`src/hw/rtl/tfp_pkg.sv`:
```
// Shared types, character codes and the key label for the text frame parser.
package tfp_pkg;

    // Parser phases
    typedef enum logic [2:0] {
        PH_IDLE  = 3'd0,
        PH_WAIT  = 3'd1,
        PH_LABEL = 3'd2,
        PH_VALUE = 3'd3,
        PH_HEX   = 3'd4,
        PH_CKSUM = 3'd5
    } phase_t;

    // Event codes on the result channel
    typedef enum logic [2:0] {
        EV_NONE    = 3'd0,
        EV_LCHAR   = 3'd1,
        EV_VSTART  = 3'd2,
        EV_VCHAR   = 3'd3,
        EV_FEND    = 3'd4,
        EV_OK      = 3'd5,
        EV_BAD     = 3'd6,
        EV_TIMEOUT = 3'd7
    } event_kind_t;

    // Input request kinds
    localparam logic REQ_BYTE = 1'b0;
    localparam logic REQ_TICK = 1'b1;

    // Characters the parser reacts to
    localparam logic [7:0] CHAR_COLON = 8'h3A;
    localparam logic [7:0] CHAR_CR    = 8'h0D;
    localparam logic [7:0] CHAR_LF    = 8'h0A;
    localparam logic [7:0] CHAR_TAB   = 8'h09;

    // Key label length and quiet counter limit
    localparam logic [3:0] KEY_LEN       = 4'd8;
    localparam logic [7:0] QUIET_MAX     = 8'hFF;
    localparam logic [7:0] TIMEOUT_RESET = 8'd5;

    // Configuration register indexes
    localparam logic REG_MESSAGE_TIMEOUT = 1'b0;

    // One input beat
    typedef struct packed {
        logic       req_type;
        logic [7:0] data_byte;
    } item_t;

    // One result beat
    typedef struct packed {
        event_kind_t event_kind;
        logic [7:0]  event_byte;
    } result_t;

    // Characters of "Checksum"
    function automatic logic [7:0] key_char(input logic [2:0] idx);
        logic [7:0] ch;
        unique case (idx)
            3'd0: ch = 8'h43; // C
            3'd1: ch = 8'h68; // h
            3'd2: ch = 8'h65; // e
            3'd3: ch = 8'h63; // c
            3'd4: ch = 8'h6B; // k
            3'd5: ch = 8'h73; // s
            3'd6: ch = 8'h75; // u
            3'd7: ch = 8'h6D; // m
            default: ch = 8'h00;
        endcase
        return ch;
    endfunction

endpackage

```
`src/hw/rtl/tfp_cfg.sv`:
```
// APB register block holding the message timeout.
module tfp_cfg (
    input  logic        aclk,
    input  logic        aresetn,
    input  logic        psel,
    input  logic        penable,
    input  logic        pwrite,
    input  logic [2:0]  paddr,
    input  logic [31:0] pwdata,
    output logic [31:0] prdata,
    output logic        pready,
    output logic [7:0]  message_timeout
);
    import tfp_pkg::*;

    logic [7:0] timeout_reg;
    logic       wr_en;

    assign pready = 1'b1;
    assign wr_en  = psel && penable && pwrite && (paddr[2] == REG_MESSAGE_TIMEOUT);

    // Timeout register
    always_ff @(posedge aclk) begin
        if (!aresetn) begin
            timeout_reg <= TIMEOUT_RESET;
        end else if (wr_en) begin
            timeout_reg <= pwdata[7:0];
        end
    end

    // Read mux
    always_comb begin
        prdata = '0;
        if (paddr[2] == REG_MESSAGE_TIMEOUT) begin
            prdata = {24'd0, timeout_reg};
        end
    end

    assign message_timeout = timeout_reg;

endmodule

```
`src/hw/rtl/tfp_in_reg.sv`:
```
// Input register stage: captures one beat and hands it to the parser.
module tfp_in_reg (
    input  logic                aclk,
    input  logic                aresetn,
    input  logic                s_valid,
    output logic                s_ready,
    input  tfp_pkg::item_t      s_item,
    input  logic                pipe_ready,
    output logic                item_valid,
    output tfp_pkg::item_t      item
);
    import tfp_pkg::*;

    logic  valid_reg;
    item_t item_reg;

    // Free when empty or when the parser takes the held beat this cycle
    assign s_ready = !valid_reg || pipe_ready;

    always_ff @(posedge aclk) begin
        if (!aresetn) begin
            valid_reg <= 1'b0;
        end else if (s_ready) begin
            valid_reg <= s_valid;
        end
    end

    always_ff @(posedge aclk) begin
        if (s_ready && s_valid) begin
            item_reg <= s_item;
        end
    end

    assign item_valid = valid_reg;
    assign item       = item_reg;

endmodule

```
`src/hw/rtl/tfp_parser.sv`:
```
// Frame parser state machine with checksum and timeout, plus the result register.
module tfp_parser (
    input  logic                aclk,
    input  logic                aresetn,
    input  logic                item_valid,
    input  tfp_pkg::item_t      item,
    output logic                pipe_ready,
    input  logic [7:0]          message_timeout,
    output logic                m_valid,
    input  logic                m_ready,
    output tfp_pkg::result_t    m_result
);
    import tfp_pkg::*;

    phase_t     phase_reg, phase_next;
    phase_t     resume_reg, resume_next;
    logic [7:0] sum_reg, sum_next;
    logic [3:0] pos_reg, pos_next;
    logic       still_reg, still_next;
    logic [7:0] quiet_reg, quiet_next;

    logic       res_valid_reg;
    result_t    res_reg, res_next;

    logic       step;
    logic [7:0] c;
    logic [7:0] quiet_inc;
    logic [7:0] sum_base;
    logic [7:0] sum_add;

    // Result slot is free when empty or being drained
    assign pipe_ready = !res_valid_reg || m_ready;
    assign step       = item_valid && pipe_ready;
    assign c          = item.data_byte;

    assign quiet_inc = (quiet_reg < QUIET_MAX) ? quiet_reg + 8'd1 : quiet_reg;
    // Sum restarts at the CR that opens a frame
    assign sum_base  = ((phase_reg == PH_IDLE) && (c == CHAR_CR)) ? 8'd0 : sum_reg;
    assign sum_add   = sum_base + c;

    // State registers
    always_ff @(posedge aclk) begin
        if (!aresetn) begin
            phase_reg  <= PH_IDLE;
            resume_reg <= PH_IDLE;
            sum_reg    <= '0;
            pos_reg    <= '0;
            still_reg  <= 1'b1;
            quiet_reg  <= '0;
        end else if (step) begin
            phase_reg  <= phase_next;
            resume_reg <= resume_next;
            sum_reg    <= sum_next;
            pos_reg    <= pos_next;
            still_reg  <= still_next;
            quiet_reg  <= quiet_next;
        end
    end

    // Next state and event
    always_comb begin
        phase_next  = phase_reg;
        resume_next = resume_reg;
        sum_next    = sum_reg;
        pos_next    = pos_reg;
        still_next  = still_reg;
        quiet_next  = quiet_reg;
        res_next.event_kind = EV_NONE;
        res_next.event_byte = 8'd0;

        if (item.req_type == REQ_TICK) begin
            // Quiet-second tick; idle ignores it
            if (phase_reg != PH_IDLE) begin
                if (quiet_inc >= message_timeout) begin
                    phase_next = PH_IDLE;
                    quiet_next = '0;
                    res_next.event_kind = EV_TIMEOUT;
                end else begin
                    quiet_next = quiet_inc;
                end
            end
        end else begin
            quiet_next = '0;
            if (c == CHAR_COLON && phase_reg != PH_CKSUM) begin
                // Hex record start; nested colons keep the saved phase
                if (phase_reg != PH_HEX) begin
                    resume_next = phase_reg;
                end
                phase_next = PH_HEX;
            end else begin
                unique case (phase_reg)
                    PH_HEX: begin
                        if (c == CHAR_LF) begin
                            phase_next = resume_reg;
                        end
                    end
                    PH_CKSUM: begin
                        sum_next   = sum_add;
                        phase_next = PH_IDLE;
                        res_next.event_kind = (sum_add == 8'd0) ? EV_OK : EV_BAD;
                    end
                    PH_WAIT: begin
                        sum_next = sum_add;
                        if (c == CHAR_LF) begin
                            phase_next = PH_LABEL;
                            pos_next   = '0;
                            still_next = 1'b1;
                        end else begin
                            phase_next = PH_IDLE;
                        end
                    end
                    PH_LABEL: begin
                        sum_next = sum_add;
                        if (c == CHAR_TAB) begin
                            if (still_reg && pos_reg == KEY_LEN) begin
                                phase_next = PH_CKSUM;
                            end else begin
                                phase_next = PH_VALUE;
                                res_next.event_kind = EV_VSTART;
                            end
                        end else begin
                            if (still_reg && pos_reg < KEY_LEN &&
                                c == key_char(pos_reg[2:0])) begin
                                pos_next = pos_reg + 4'd1;
                            end else begin
                                still_next = 1'b0;
                            end
                            res_next.event_kind = EV_LCHAR;
                            res_next.event_byte = c;
                        end
                    end
                    PH_VALUE: begin
                        sum_next = sum_add;
                        if (c == CHAR_CR) begin
                            phase_next = PH_WAIT;
                            res_next.event_kind = EV_FEND;
                        end else begin
                            res_next.event_kind = EV_VCHAR;
                            res_next.event_byte = c;
                        end
                    end
                    default: begin
                        // Idle and unreachable codes
                        sum_next   = sum_add;
                        phase_next = (c == CHAR_CR) ? PH_WAIT : PH_IDLE;
                    end
                endcase
            end
        end
    end

    // Result register
    always_ff @(posedge aclk) begin
        if (!aresetn) begin
            res_valid_reg <= 1'b0;
        end else if (pipe_ready) begin
            res_valid_reg <= item_valid;
        end
    end

    always_ff @(posedge aclk) begin
        if (step) begin
            res_reg <= res_next;
        end
    end

    assign m_valid  = res_valid_reg;
    assign m_result = res_reg;

endmodule

```
`src/hw/rtl/text_frame_parser_with_checksum_core.sv`:
```
// Top level of the serial text frame parser with 8-bit checksum.
//
//  channel   dir   beat content
//  s_*       in    tuser = req_type, tdata = data_byte
//  m_*       out   tuser = event_kind, tdata = event_byte
//  APB       in    message_timeout at byte address 0
//
//  m_tvalid rises once the result register loads the event of an accepted s_
//  beat: the beat sits in the input register while the parser state machine
//  computes its event, which the result register loads when its slot is free. Throughput
//  is one beat per cycle unless m_tready stalls; the parser state updates once per beat.
//  Reset (aresetn low, synchronous) empties both registers, sets the parser
//  to idle and the timeout to 5 seconds.
//  A stall on m_tready holds the result; s_tready drops only when both stages are full.
module text_frame_parser_with_checksum_core (
    input  logic        aclk,
    input  logic        aresetn,
    // Input beats
    input  logic        s_tvalid,
    output logic        s_tready,
    input  logic [7:0]  s_tdata,   // [7:0] data_byte
    input  logic        s_tuser,   // [0] req_type
    // Result beats
    output logic        m_tvalid,
    input  logic        m_tready,
    output logic [7:0]  m_tdata,   // [7:0] event_byte
    output logic [2:0]  m_tuser,   // [2:0] event_kind
    // Configuration
    input  logic        psel,
    input  logic        penable,
    input  logic        pwrite,
    input  logic [2:0]  paddr,
    input  logic [31:0] pwdata,
    output logic [31:0] prdata,
    output logic        pready
);
    import tfp_pkg::*;

    item_t      s_item;
    item_t      item;
    logic       item_valid;
    logic       pipe_ready;
    result_t    m_result;
    logic [7:0] message_timeout;

    assign s_item.req_type  = s_tuser;
    assign s_item.data_byte = s_tdata;

    tfp_cfg u_cfg (
        .aclk            (aclk),
        .aresetn         (aresetn),
        .psel            (psel),
        .penable         (penable),
        .pwrite          (pwrite),
        .paddr           (paddr),
        .pwdata          (pwdata),
        .prdata          (prdata),
        .pready          (pready),
        .message_timeout (message_timeout)
    );

    tfp_in_reg u_in_reg (
        .aclk       (aclk),
        .aresetn    (aresetn),
        .s_valid    (s_tvalid),
        .s_ready    (s_tready),
        .s_item     (s_item),
        .pipe_ready (pipe_ready),
        .item_valid (item_valid),
        .item       (item)
    );

    tfp_parser u_parser (
        .aclk            (aclk),
        .aresetn         (aresetn),
        .item_valid      (item_valid),
        .item            (item),
        .pipe_ready      (pipe_ready),
        .message_timeout (message_timeout),
        .m_valid         (m_tvalid),
        .m_ready         (m_tready),
        .m_result        (m_result)
    );

    assign m_tdata = m_result.event_byte;
    assign m_tuser = m_result.event_kind;

endmodule

```
`config.mk`:
```
export PLATFORM = sky130hd
export DESIGN_NAME = text_frame_parser_with_checksum_core
export DESIGN_NICKNAME = d
export VERILOG_FILES = /design/src/hw/rtl/tfp_pkg.sv /design/src/hw/rtl/tfp_cfg.sv /design/src/hw/rtl/tfp_in_reg.sv /design/src/hw/rtl/tfp_parser.sv /design/src/hw/rtl/text_frame_parser_with_checksum_core.sv
export SDC_FILE = /design/constraint.sdc
export NUM_CORES = 1
export LEC_CHECK = 0
export BUFFER_PORTS_ARGS = -buffer_cell sky130_fd_sc_hd__buf_2
export CAP_MARGIN = 20
export CORE_MARGIN = 10
export CORE_UTILIZATION = 54
export DETAILED_ROUTE_END_ITERATION = 8
export GPL_TIMING_DRIVEN = 0
export PLACE_DENSITY = 0.8
export SLEW_MARGIN = 20
export SYNTH_ARGS = -nofsm -noshare
export SYNTH_HDL_FRONTEND = slang
export SYNTH_SLANG_ARGS = --single-unit
```
`constraint.sdc`:
```
create_clock -name aclk -period 3.55 [get_ports aclk]
set_input_delay 0.5325 -clock aclk [delete_from_list [all_inputs] [get_ports aclk]]
set_output_delay 0.5325 -clock aclk [all_outputs]
set_load 0.05 [all_outputs]
```
==> out/metrics.yaml, run 1 <==
die:
  fp.dieW_um: 107
  die_area_um2: 11400
  core-area_um2: 7290
  start_util_pct: 55.6
  pin_count: 97
  rows: 31
  die_h_um: 107
synth:
  yosysSeqAreaShare_pct: 36.1
  synth.most_common_cell: "dfxtp_1"
  synth_top_cell_by_area: "dfxtp_1"
  syn_inst: 445
  yosys_warnings: 0
  synthTopCellsByArea: "dfxtp_1 21%, edfxtp_1 15%, ha_1 6.2%, buf_4 4.6%, mux2i_1 4.0%"
  netlist_top_cells_count: "43 x dfxtp_1, 37 x nand2_1, 25 x buf_4"
  syn_area_um2: 4050
  synth_cell_types: 72
  synth_top_flop_cell: "dfxtp_1"
  synth_seq_cells: 63
  synth_edf_count: 20
  syn_area_per_cell_um2: 9.11
  async_flop_share_pct: 0
  synth_top_area_share_pct: 21.2
global_routing:
  gr-usage-met3_pct: 4.43
  grt_pass1_vias: 3349
  grt_pass1_wl_mm: 15.7
  grt_use_total_pct: 16.7
  grt.busiest_layer: "met2"
  grtUsageMet2_pct: 27.6
  use_met1_pct: 20.0
  antenna_found_initial: 0
  grt-ovfl-total: 0
  grt_max_degree: 13
placed_design:
  dp_hpwl_mm: 7.21
  routabilityCongestion: 0.894
  dp.cells: 611
  numPortBuffers: 44
sta:
  hold_viol: 0
  tightest_slew_ns: 0.766
  period_needed_ns: 3.41
  hold-worst-slack_ns: 0.363
  drv_slew: 0
  period_share_pct: 96.0
  timing.fmax_mhz: 293
  setup_viol: 0
  finalClockSkew_ns: 0.00898
  relSlewSlack_pct: 49.0
  rsz0062_at_grt: "false"
worst_setup_path:
  worstSetupStartpoint: "u_in_reg.item[4]"
  cp_max_fo: 8
  worstSetupPathType: "flip-flop to flip-flop"
  slowest_delay_ns: 0.49
  cpMostUsedCell: "nor2b_1"
  slowest_stage: "edfxtp_1"
  path_buf_inv: 2
  cp_cell_sequence: "nor4_4 > and3_2 > buf_2 > nor2b_1 > ha_1 > inv_1 > fa_1 > nor2b_1 > o221ai_1 > nand2_1 > a221oi_2 > a211oi_2 > a211o_1"
  cp_top_family: "compound AO/OA/AOI/OAI gates"
  cp.required_ns: 3.65
  startpoint_type: "flip-flop"
  critical_path_arrival_ns: 3.50
  reg2reg_from: "u_in_reg.item[4]"
  end_kind: "flip-flop"
cts:
  clkSinkCount: 63
  ctsLongestPathBuffers: 2
  htree_levels: 3
  clkTransAtPathRegs_ns: 0.07
  cts-root-buf: "clkbuf_8"
  cts_made_buffers: 9
  cts_tree: "done"
  clk-insertion-delay-late_ns: 0.34
  hold_buffers: 0
detailed_routing:
  ant_nets: 0
  wl_mm: 9.59
  num_vias: 3442
  drt_iter0_markers: 258
  avgRoutedWirePerCell_um: 15.1
  drc_errors: 0
  viasPerCell: 5.40
  firstDrtPassIters: 4
pwr:
  power.density_nw_per_um2: 350
  p_sw_uw: 498
  clockPowerShare_pct: 37.0
  cellLeakagePower_uw: 0.00209
  power.internal_uw: 1180
  irDropWorstVdd_uv: 251
  switching_share_pct: 29.7
  share_comb_of_total_power_pct: 16.6
  pwr-share-seq_pct: 46.3
final_layout:
  fin_util_pct: 65.8
  fillers: 615
  fin_nets: 605
  largest_register_ffs: 11
  layout-drive-gt1-share_pct: 23.6
  stdcell_count: 637
  syn2layout_area_growth_pct: 18.5
  n_antenna_cell: 0
min_path:
  min_from: "s_tdata[6]"
  min_path_type: "input port to flip-flop"
job:
  drv_cap: 0
outcome:
  status: "finished clean"
[kinds of logic after synthesis]
kind of cell	Yosys count	share of synthesized area (%)
XOR/XNOR	12	2.59
other	2	0.185
flip-flops	63	36.1
multiplexers	21	5.53
adder cells (fa/ha/maj)	21	6.67
buffers and inverters	62	8.12
AND/OR/NAND/NOR	175	24.5
AO/OA/AOI/OAI	89	16.4
[power by group through the flow]
| stage | clock [µW] | sequential (µW) | combinational (µW) |
|---|---|---|---|
| 6_report | 622 | 779 | 279 |
| 5_1_grt | 659 | 781 | 300 |
| 4_1_cts | 631 | 780 | 266 |
| 3_5_place_dp | 0 | 797 | 260 |
| 3_3_place_gp | 0 | 796 | 255 |
| 2_1_floorplan | 0 | 811 | 192 |
[path summary, 6_finish.rpt]
kind / depth (start not counted) / endpoint / slack, ns
min: 1 / u_in_reg.item[6] / 0.36
max reg2reg: 13 / u_parser.m_result[8] / 0.14
max: 13 / u_parser.m_result[8] / 0.14
min reg2reg: 2 / u_cfg.message_timeout[5] / 0.47
[per-stage QoR]
stage | instance area [µm²] | total power, µW | setup WS [ns] | TNS, ns
2_1_floorplan | 4140 | 1000 | 0.448 | 0
3_3_place_gp | 4480 | 1050 | -0.0641 | -0.0641
3_5_place_dp | 4480 | 1060 | -0.238 | -0.585
4_1_cts | 4730 | 1680 | 0.0251 | 0
5_1_grt | 4800 | 1740 | 0.00131 | 0
6_report | 4800 | 1680 | 0.143 | 0
[layer usage]
metal	share of wire, %	wire length, µm	vias up
met1	43	4160	1589
met3	7.8	751	11
met5	0	0	-
met4	1.3	122	0
met2	47	4550	114
li1	-	-	1728
[repair_timing]
| action | 4_1_cts | 5_1_grt |
|---|---|---|
| buffers inserted | 4 | 7 |
| gates resized for setup | 5 | 9 |
| pin swaps | 2 | 1 |
| setup endpoints to repair | 9 | 13 |
[layout by cell type, fill, tap and decap left out, drive strengths merged, types with 20 or more instances in the layout]
cell	instances
buf	81
dfxtp	43
nand2	37
conb	25
nor2	25
nor2b	24
clkbuf	23
inv	21
ha	20
edfxtp	20
[area by class of cell]
type	count	area, µm²	share of cell area [%]
repair buffers	55	303	6.31
multi-input cells	343	2390	49.7
clock inverters	7	73.8	1.54
well taps	99	124	2.58
inverters	21	78.8	1.64
flip-flops and latches	63	1460	30.4
clock buffers	9	124	2.58
plain buffers	40	249	5.19
(Power assumes the default switching activity.)
==> inputs of run 2 (changes only) <==
CORE_MARGIN = 5   (was 10)
==> run 2 against run 1 <==
  * Clock skew fell by 0.0013 ns
  * First-iteration DRC count down 28%
  * Sequential share of layout area is essentially flat
  * Utilization about the same
  * Largest cell class unchanged
==> out/metrics.yaml, run 2 (synthesis gave the netlist of run 1 again) <==
outcome:
  status: "finished clean"
die:
  die_h_um: 96.6  # -9.4%
  pin_count: 97  # unchanged
  rows: 31  # unchanged
  core-area_um2: 7290  # unchanged
  fp.dieW_um: 96.6  # -9.4%
  die_area_um2: 9340  # -18%
  start_util_pct: 55.6  # unchanged
final_layout:
  syn2layout_area_growth_pct: 18.5  # about the same
  fillers: 618  # +0.49%
  largest_register_ffs: 11  # unchanged
  final_area_um2: 4800  # about the same
  n_antenna_cell: 0  # unchanged
  fin_nets: 600  # -0.83%
  multiInputGateArea_um2: 2400  # +0.52%
  stdcell_count: 632  # -0.78%
  final_cell_mix: "46 x buf_2, 43 x dfxtp_1, 37 x nand2_1, 32 x buf_4, 25 x conb_1"
  final-seq-area_um2: 1460  # unchanged
  layout-drive-gt1-share_pct: 23.5  # -0.15 points
  layout_commonest_cell: "buf_2"
cts:
  hold_buffers: 0  # unchanged
  cts_made_buffers: 9  # unchanged
  clkSinkCount: 63  # unchanged
  cts_tree: "done"
  ctsLongestPathBuffers: 2  # unchanged
  clkTransAtPathRegs_ns: 0.07  # about the same
  clk-insertion-delay-late_ns: 0.34  # about the same
  htree_levels: 3  # unchanged
  cts-root-buf: "clkbuf_8"
detailed_routing:
  avgRoutedWirePerCell_um: 14.6  # -3.3%
  viasPerCell: 5.51  # +2.0%
  firstDrtPassIters: 5  # +1
  drt_iter0_markers: 186  # -28%
  num_vias: 3484  # +1.2%
  drc_errors: 0  # unchanged
  wl_mm: 9.20  # -4.0%
  ant_nets: 0  # unchanged
global_routing:
  gr-usage-met3_pct: 5.32  # +0.89 points
  grt-ovfl-total: 0  # unchanged
  grtUsageMet2_pct: 32.0  # +4.4 points
  grt_pass1_vias: 3275  # -2.2%
  grt.busiest_layer: "met2"
  antenna_found_initial: 0  # unchanged
  grt_pass1_wl_mm: 15.0  # -4.1%
  grt_max_degree: 13  # unchanged
  grt_use_total_pct: 19.4  # +2.7 points
  use_met1_pct: 24.6  # +4.6 points
placed_design:
  dp.cells: 611  # unchanged
  numPortBuffers: 44  # unchanged
  postPlaceCellArea_um2: 4480  # unchanged
  place_ws_ns: -0.106  # +0.132 ns
  routabilityCongestion: 0.861  # -3.7%
  dp_hpwl_mm: 6.77  # -6.1%
worst_setup_path:
  startpoint_type: "flip-flop"
  cp_max_fo: 9  # +1
  worstSetupStartpoint: "u_in_reg.item[3]"
  r2r_slack_ns: 0.06  # -0.08 ns
  critical_path_arrival_ns: 3.55  # +0.05 ns
  crit_path_end: "u_parser.m_result[9]"
  reg2reg_from: "u_in_reg.item[3]"
  end_kind: "flip-flop"
  reg2reg_depth: 13  # unchanged
  worstReg2RegEnd: "u_parser.m_result[9]"
  cp.required_ns: 3.61  # -0.04 ns
  worstSetupPathType: "flip-flop to flip-flop"
sta:
  setup_viol: 0  # unchanged
  finalClockSkew_ns: 0.00764  # -0.00134 ns
  drv_slew: 0  # unchanged
  period_needed_ns: 3.49  # +0.0785 ns
  timing.fmax_mhz: 287  # -2.3%
  rsz0062_at_grt: "true"
  period_share_pct: 98.2  # +2.2 points
  relSlewSlack_pct: 47.5  # -1.4 points
  setup_ws_ns: 0.0641  # -0.0785 ns
  hold_viol: 0  # unchanged
  tightest_slew_ns: 0.787  # +0.0212 ns
pwr:
  cellLeakagePower_uw: 0.00208  # -0.37%
  power.density_nw_per_um2: 364  # +3.9%
  irDropWorstVdd_uv: 262  # +4.4%
job:
  drv_cap: 0  # unchanged
min_path:
  min_path_type: "input port to flip-flop"
==> run 2: changes by cell type in the layout (fill, tap and decap cells not counted), sizes merged <==
cell and delta:
buf -3, clkinv -2, bufinv +1, clkbuf -2
clkinvlp +1
==> run 2: how the worst min path moves through the flow <==
stage | start | to | slack (ns) | cells past startpoint
after floorplan | u_cfg.message_timeout[3] | u_cfg.message_timeout[3] | 0.44 | 2
after global placement | u_cfg.message_timeout[1] | u_cfg.message_timeout[1] | 0.45 | 2
after detailed placement | u_cfg.message_timeout[7] | u_cfg.message_timeout[7] | 0.46 | 2
after CTS | s_tdata[4] | u_in_reg.item[4] | 0.35 | 1
after global routing | s_tdata[3] | u_in_reg.item[3] | 0.34 | 1
final | s_tdata[7] | u_in_reg.item[7] | 0.37 | 1
==> run 2: area by class of cell <==
| cell class | count | share of cell area, % |
|---|---|---|
| Sequential cell | 63 | 30.4 |
| Tap cell | 99 | 2.58 |
| Timing Repair Buffer | 50 | 5.52 |
| Buffer | 40 | 5.24 |
| Clock inverter | 7 | 2.03 |
| Inverter | 21 | 1.64 |
| Multi-Input combinational cell | 343 | 50.0 |
| Clock buffer | 9 | 2.58 |
==> run 2: layer usage <==
| metal | wire [µm] | share of wire, % | vias up |
|---|---|---|---|
| met3 | 587 | 6.4 | 18 |
| met4 | 151 | 1.6 | 0 |
| met2 | 4400 | 48 | 124 |
| met1 | 4060 | 44 | 1627 |
| met5 | 0 | 0 | - |
| li1 | - | - | 1715 |
==> run 2: report_power, final <==
group / internal [µW] / total, µW / switching (µW)
sequential: 762 / 780 / 17.8
combinational: 95.6 / 277 / 181
clock: 394 / 690 / 295
==> run 2: repair_timing <==
action,CTS,global route
endpoints found under the setup margin,9,13
pin swaps,1,2
buffers inserted,3,3
gates resized for setup,4,16
==> run 2: metrics by stage <==
step	power, µW	setup TNS, ns	utilization [%]	hold slack (ns)
floorplan	1000	0	-	0.444
global placement	1050	-0.0555	61.5	0.454
detailed placement	1060	-0.567	61.5	0.460
CTS	1750	0	65.0	0.353
global route	1810	-0.0731	65.9	0.337
finish	1750	0	65.9	0.365
==> run 2: worst max-delay path, stage by stage (launching register included) <==
cell and delay (ns):
edfxtp_1 0.56, and4b_1 0.28, and3_2 0.20, buf_2 0.17, nor2b_1 0.14, ha_1 0.20, inv_1 0.07, fa_2 0.37
xnor2_2 0.17, nor4bb_1 0.32, mux2_4 0.21, o211ai_1 0.10, a211oi_2 0.26, o311ai_0 0.15
==> inputs of run 3 (changes only) <==
SETUP_SLACK_MARGIN = 0.1   (was unset)
==> run 3 against run 2 <==
  * Largest cell class unchanged
  * Register-to-register slack better by 0.19 ns
  * Sequential share of layout area is 0.35 points lower
  * Wire length rose by 4.2%
  * Count of clock-buffer cells in the layout did not move
  * Highest routed layer unchanged
  * Die area stayed put
  * Critical path depth did not move
==> out/metrics.yaml, run 3 (synthesis gave the netlist of run 1 again) <==
cts:
  clkSinkCount: 63  # unchanged
  hold_buffers: 0  # unchanged
  cts_made_buffers: 9  # unchanged
  htree_levels: 3  # unchanged
  cts_tree: "done"
  cts-root-buf: "clkbuf_8"
  clk-insertion-delay-late_ns: 0.34  # about the same
  ctsLongestPathBuffers: 2  # unchanged
  clkTransAtPathRegs_ns: 0.07  # about the same
final_layout:
  syn2layout_area_growth_pct: 20.0
  fillers: 599  # -3.1%
  n_antenna_cell: 0  # unchanged
  layout-drive-gt1-share_pct: 25.0  # +1.5 points
  multiInputGateArea_um2: 2400  # +0.16%
  layout_commonest_cell: "buf_2"
  final-seq-area_um2: 1460  # about the same
  stdcell_count: 639  # +1.1%
  final_cell_mix: "44 x buf_2, 42 x dfxtp_1, 39 x buf_4, 37 x nand2_1, 25 x conb_1"
  largest_register_ffs: 11  # unchanged
  fin_nets: 607  # +1.2%
detailed_routing:
  firstDrtPassIters: 5  # unchanged
  drc_errors: 0  # unchanged
  wl_mm: 9.58  # +4.2%
  viasPerCell: 5.55  # +0.66%
  avgRoutedWirePerCell_um: 15.0  # +3.0%
  num_vias: 3546  # +1.8%
  ant_nets: 0  # unchanged
  drt_iter0_markers: 342  # +84%
worst_setup_path:
  cp.required_ns: 3.63  # +0.02 ns
  end_kind: "flip-flop"
  critical_path_arrival_ns: 3.37  # -0.18 ns
  worstSetupPathType: "flip-flop to flip-flop"
  cp_max_fo: 8  # -1
  startpoint_type: "flip-flop"
sta:
  relSlewSlack_pct: 50.5  # +2.9 points
  hold_viol: 0  # unchanged
  setup_viol: 0  # unchanged
  finalClockSkew_ns: 0.00826  # +0.000616 ns
  timing.fmax_mhz: 304  # +5.8%
  period_needed_ns: 3.29  # -0.191 ns
  tightest_slew_ns: 0.743  # -0.0437 ns
  period_share_pct: 92.8  # -5.4 points
  hold-worst-slack_ns: 0.364  # -0.000817 ns
  rsz0062_at_grt: "false"
  drv_slew: 0  # unchanged
placed_design:
  dp.cells: 611  # unchanged
  numPortBuffers: 44  # unchanged
  dp_hpwl_mm: 6.77  # unchanged
  routabilityCongestion: 0.861  # unchanged
global_routing:
  grt_pass1_wl_mm: 15.1  # +0.28%
  grt-ovfl-total: 0  # unchanged
  grt_max_degree: 13  # unchanged
  grt_use_total_pct: 19.4  # +0.045 points
  grt_pass1_vias: 3284  # +0.27%
  antenna_found_initial: 0  # unchanged
outcome:
  status: "finished clean"
die:
  start_util_pct: 55.6  # unchanged
  pin_count: 97  # unchanged
  die_area_um2: 9340  # unchanged
  core-area_um2: 7290  # unchanged
  rows: 31  # unchanged
  die_h_um: 96.6  # unchanged
  fp.dieW_um: 96.6  # unchanged
pwr:
  cellLeakagePower_uw: 0.00211  # +1.4%
  power.density_nw_per_um2: 361  # -0.67%
  irDropWorstVdd_uv: 232  # -12%
min_path:
  min_path_type: "input port to flip-flop"
job:
  drv_cap: 0  # unchanged
-- run 3: area by class of cell --
type,instances,share of cell area (%)
inverters,21,1.62
flip-flops and latches,63,30.1
repair buffers,57,6.54
clock buffers,9,2.55
plain buffers,40,5.22
clock inverters,7,2.01
well taps,99,2.55
multi-input cells,343,49.4
-- run 3: per-layer routing --
metal	share of wire (%)	track usage, %	up-vias	wire length (µm)
met5	0	0	-	0
li1	-	-	1730	-
met4	1.9	5.94	0	185
met2	47	32.0	132	4510
met1	44	24.7	1660	4230
met3	6.9	5.32	24	659
-- run 3: critical path: stages (launching register included) --
cell,delay [ns]
edfxtp_1,0.42
buf_4,0.20
and4b_1,0.21
and3_2,0.29
nor2b_2,0.14
ha_2,0.19
inv_1,0.06
fa_2,0.37
xnor2_2,0.17
nor4bb_1,0.30
mux2_4,0.20
o211ai_1,0.09
a211oi_2,0.27
o311ai_1,0.11
-- run 3: through the flow --
stage / worst slack, ns / TNS (ns) / power [µW] / util (%) / cell area (µm²)
after floorplan: 0.448 / 0 / 1000 / - / 4140
after global placement: -0.0555 / -0.0555 / 1050 / 61.5 / 4480
after detailed placement: -0.106 / -0.567 / 1060 / 61.5 / 4480
after CTS: 0.115 / 0 / 1750 / 65.2 / 4750
after global routing: 0.0763 / 0 / 1830 / 66.7 / 4860
final: 0.256 / 0 / 1760 / 66.7 / 4860
-- run 3: path summary, 6_finish.rpt --
path              cells past startpoint  slack [ns]                     start                  endpoint
setup reg to reg                     13        0.26          u_in_reg.item[0]      u_parser.m_result[9]
hold / removal                        1        0.36                s_tdata[7]          u_in_reg.item[7]
hold reg to reg                       2        0.47  u_cfg.message_timeout[4]  u_cfg.message_timeout[4]
setup / recovery                     13        0.26          u_in_reg.item[0]      u_parser.m_result[9]
-- run 3: power breakdown --
group	internal (µW)	switching (µW)	leakage, µW	total [µW]
combinational	101	187	0.00148	288
sequential	762	16.0	0.000539	778
clock	394	296	0.0000937	691
-- run 3: repair_timing --
item,in CTS,in global routing
resized for setup,7,18
setup endpoints to repair,13,12
cloned,0,0
hold endpoints to repair,0,0
setup buffers,3,10
pin swaps,1,2
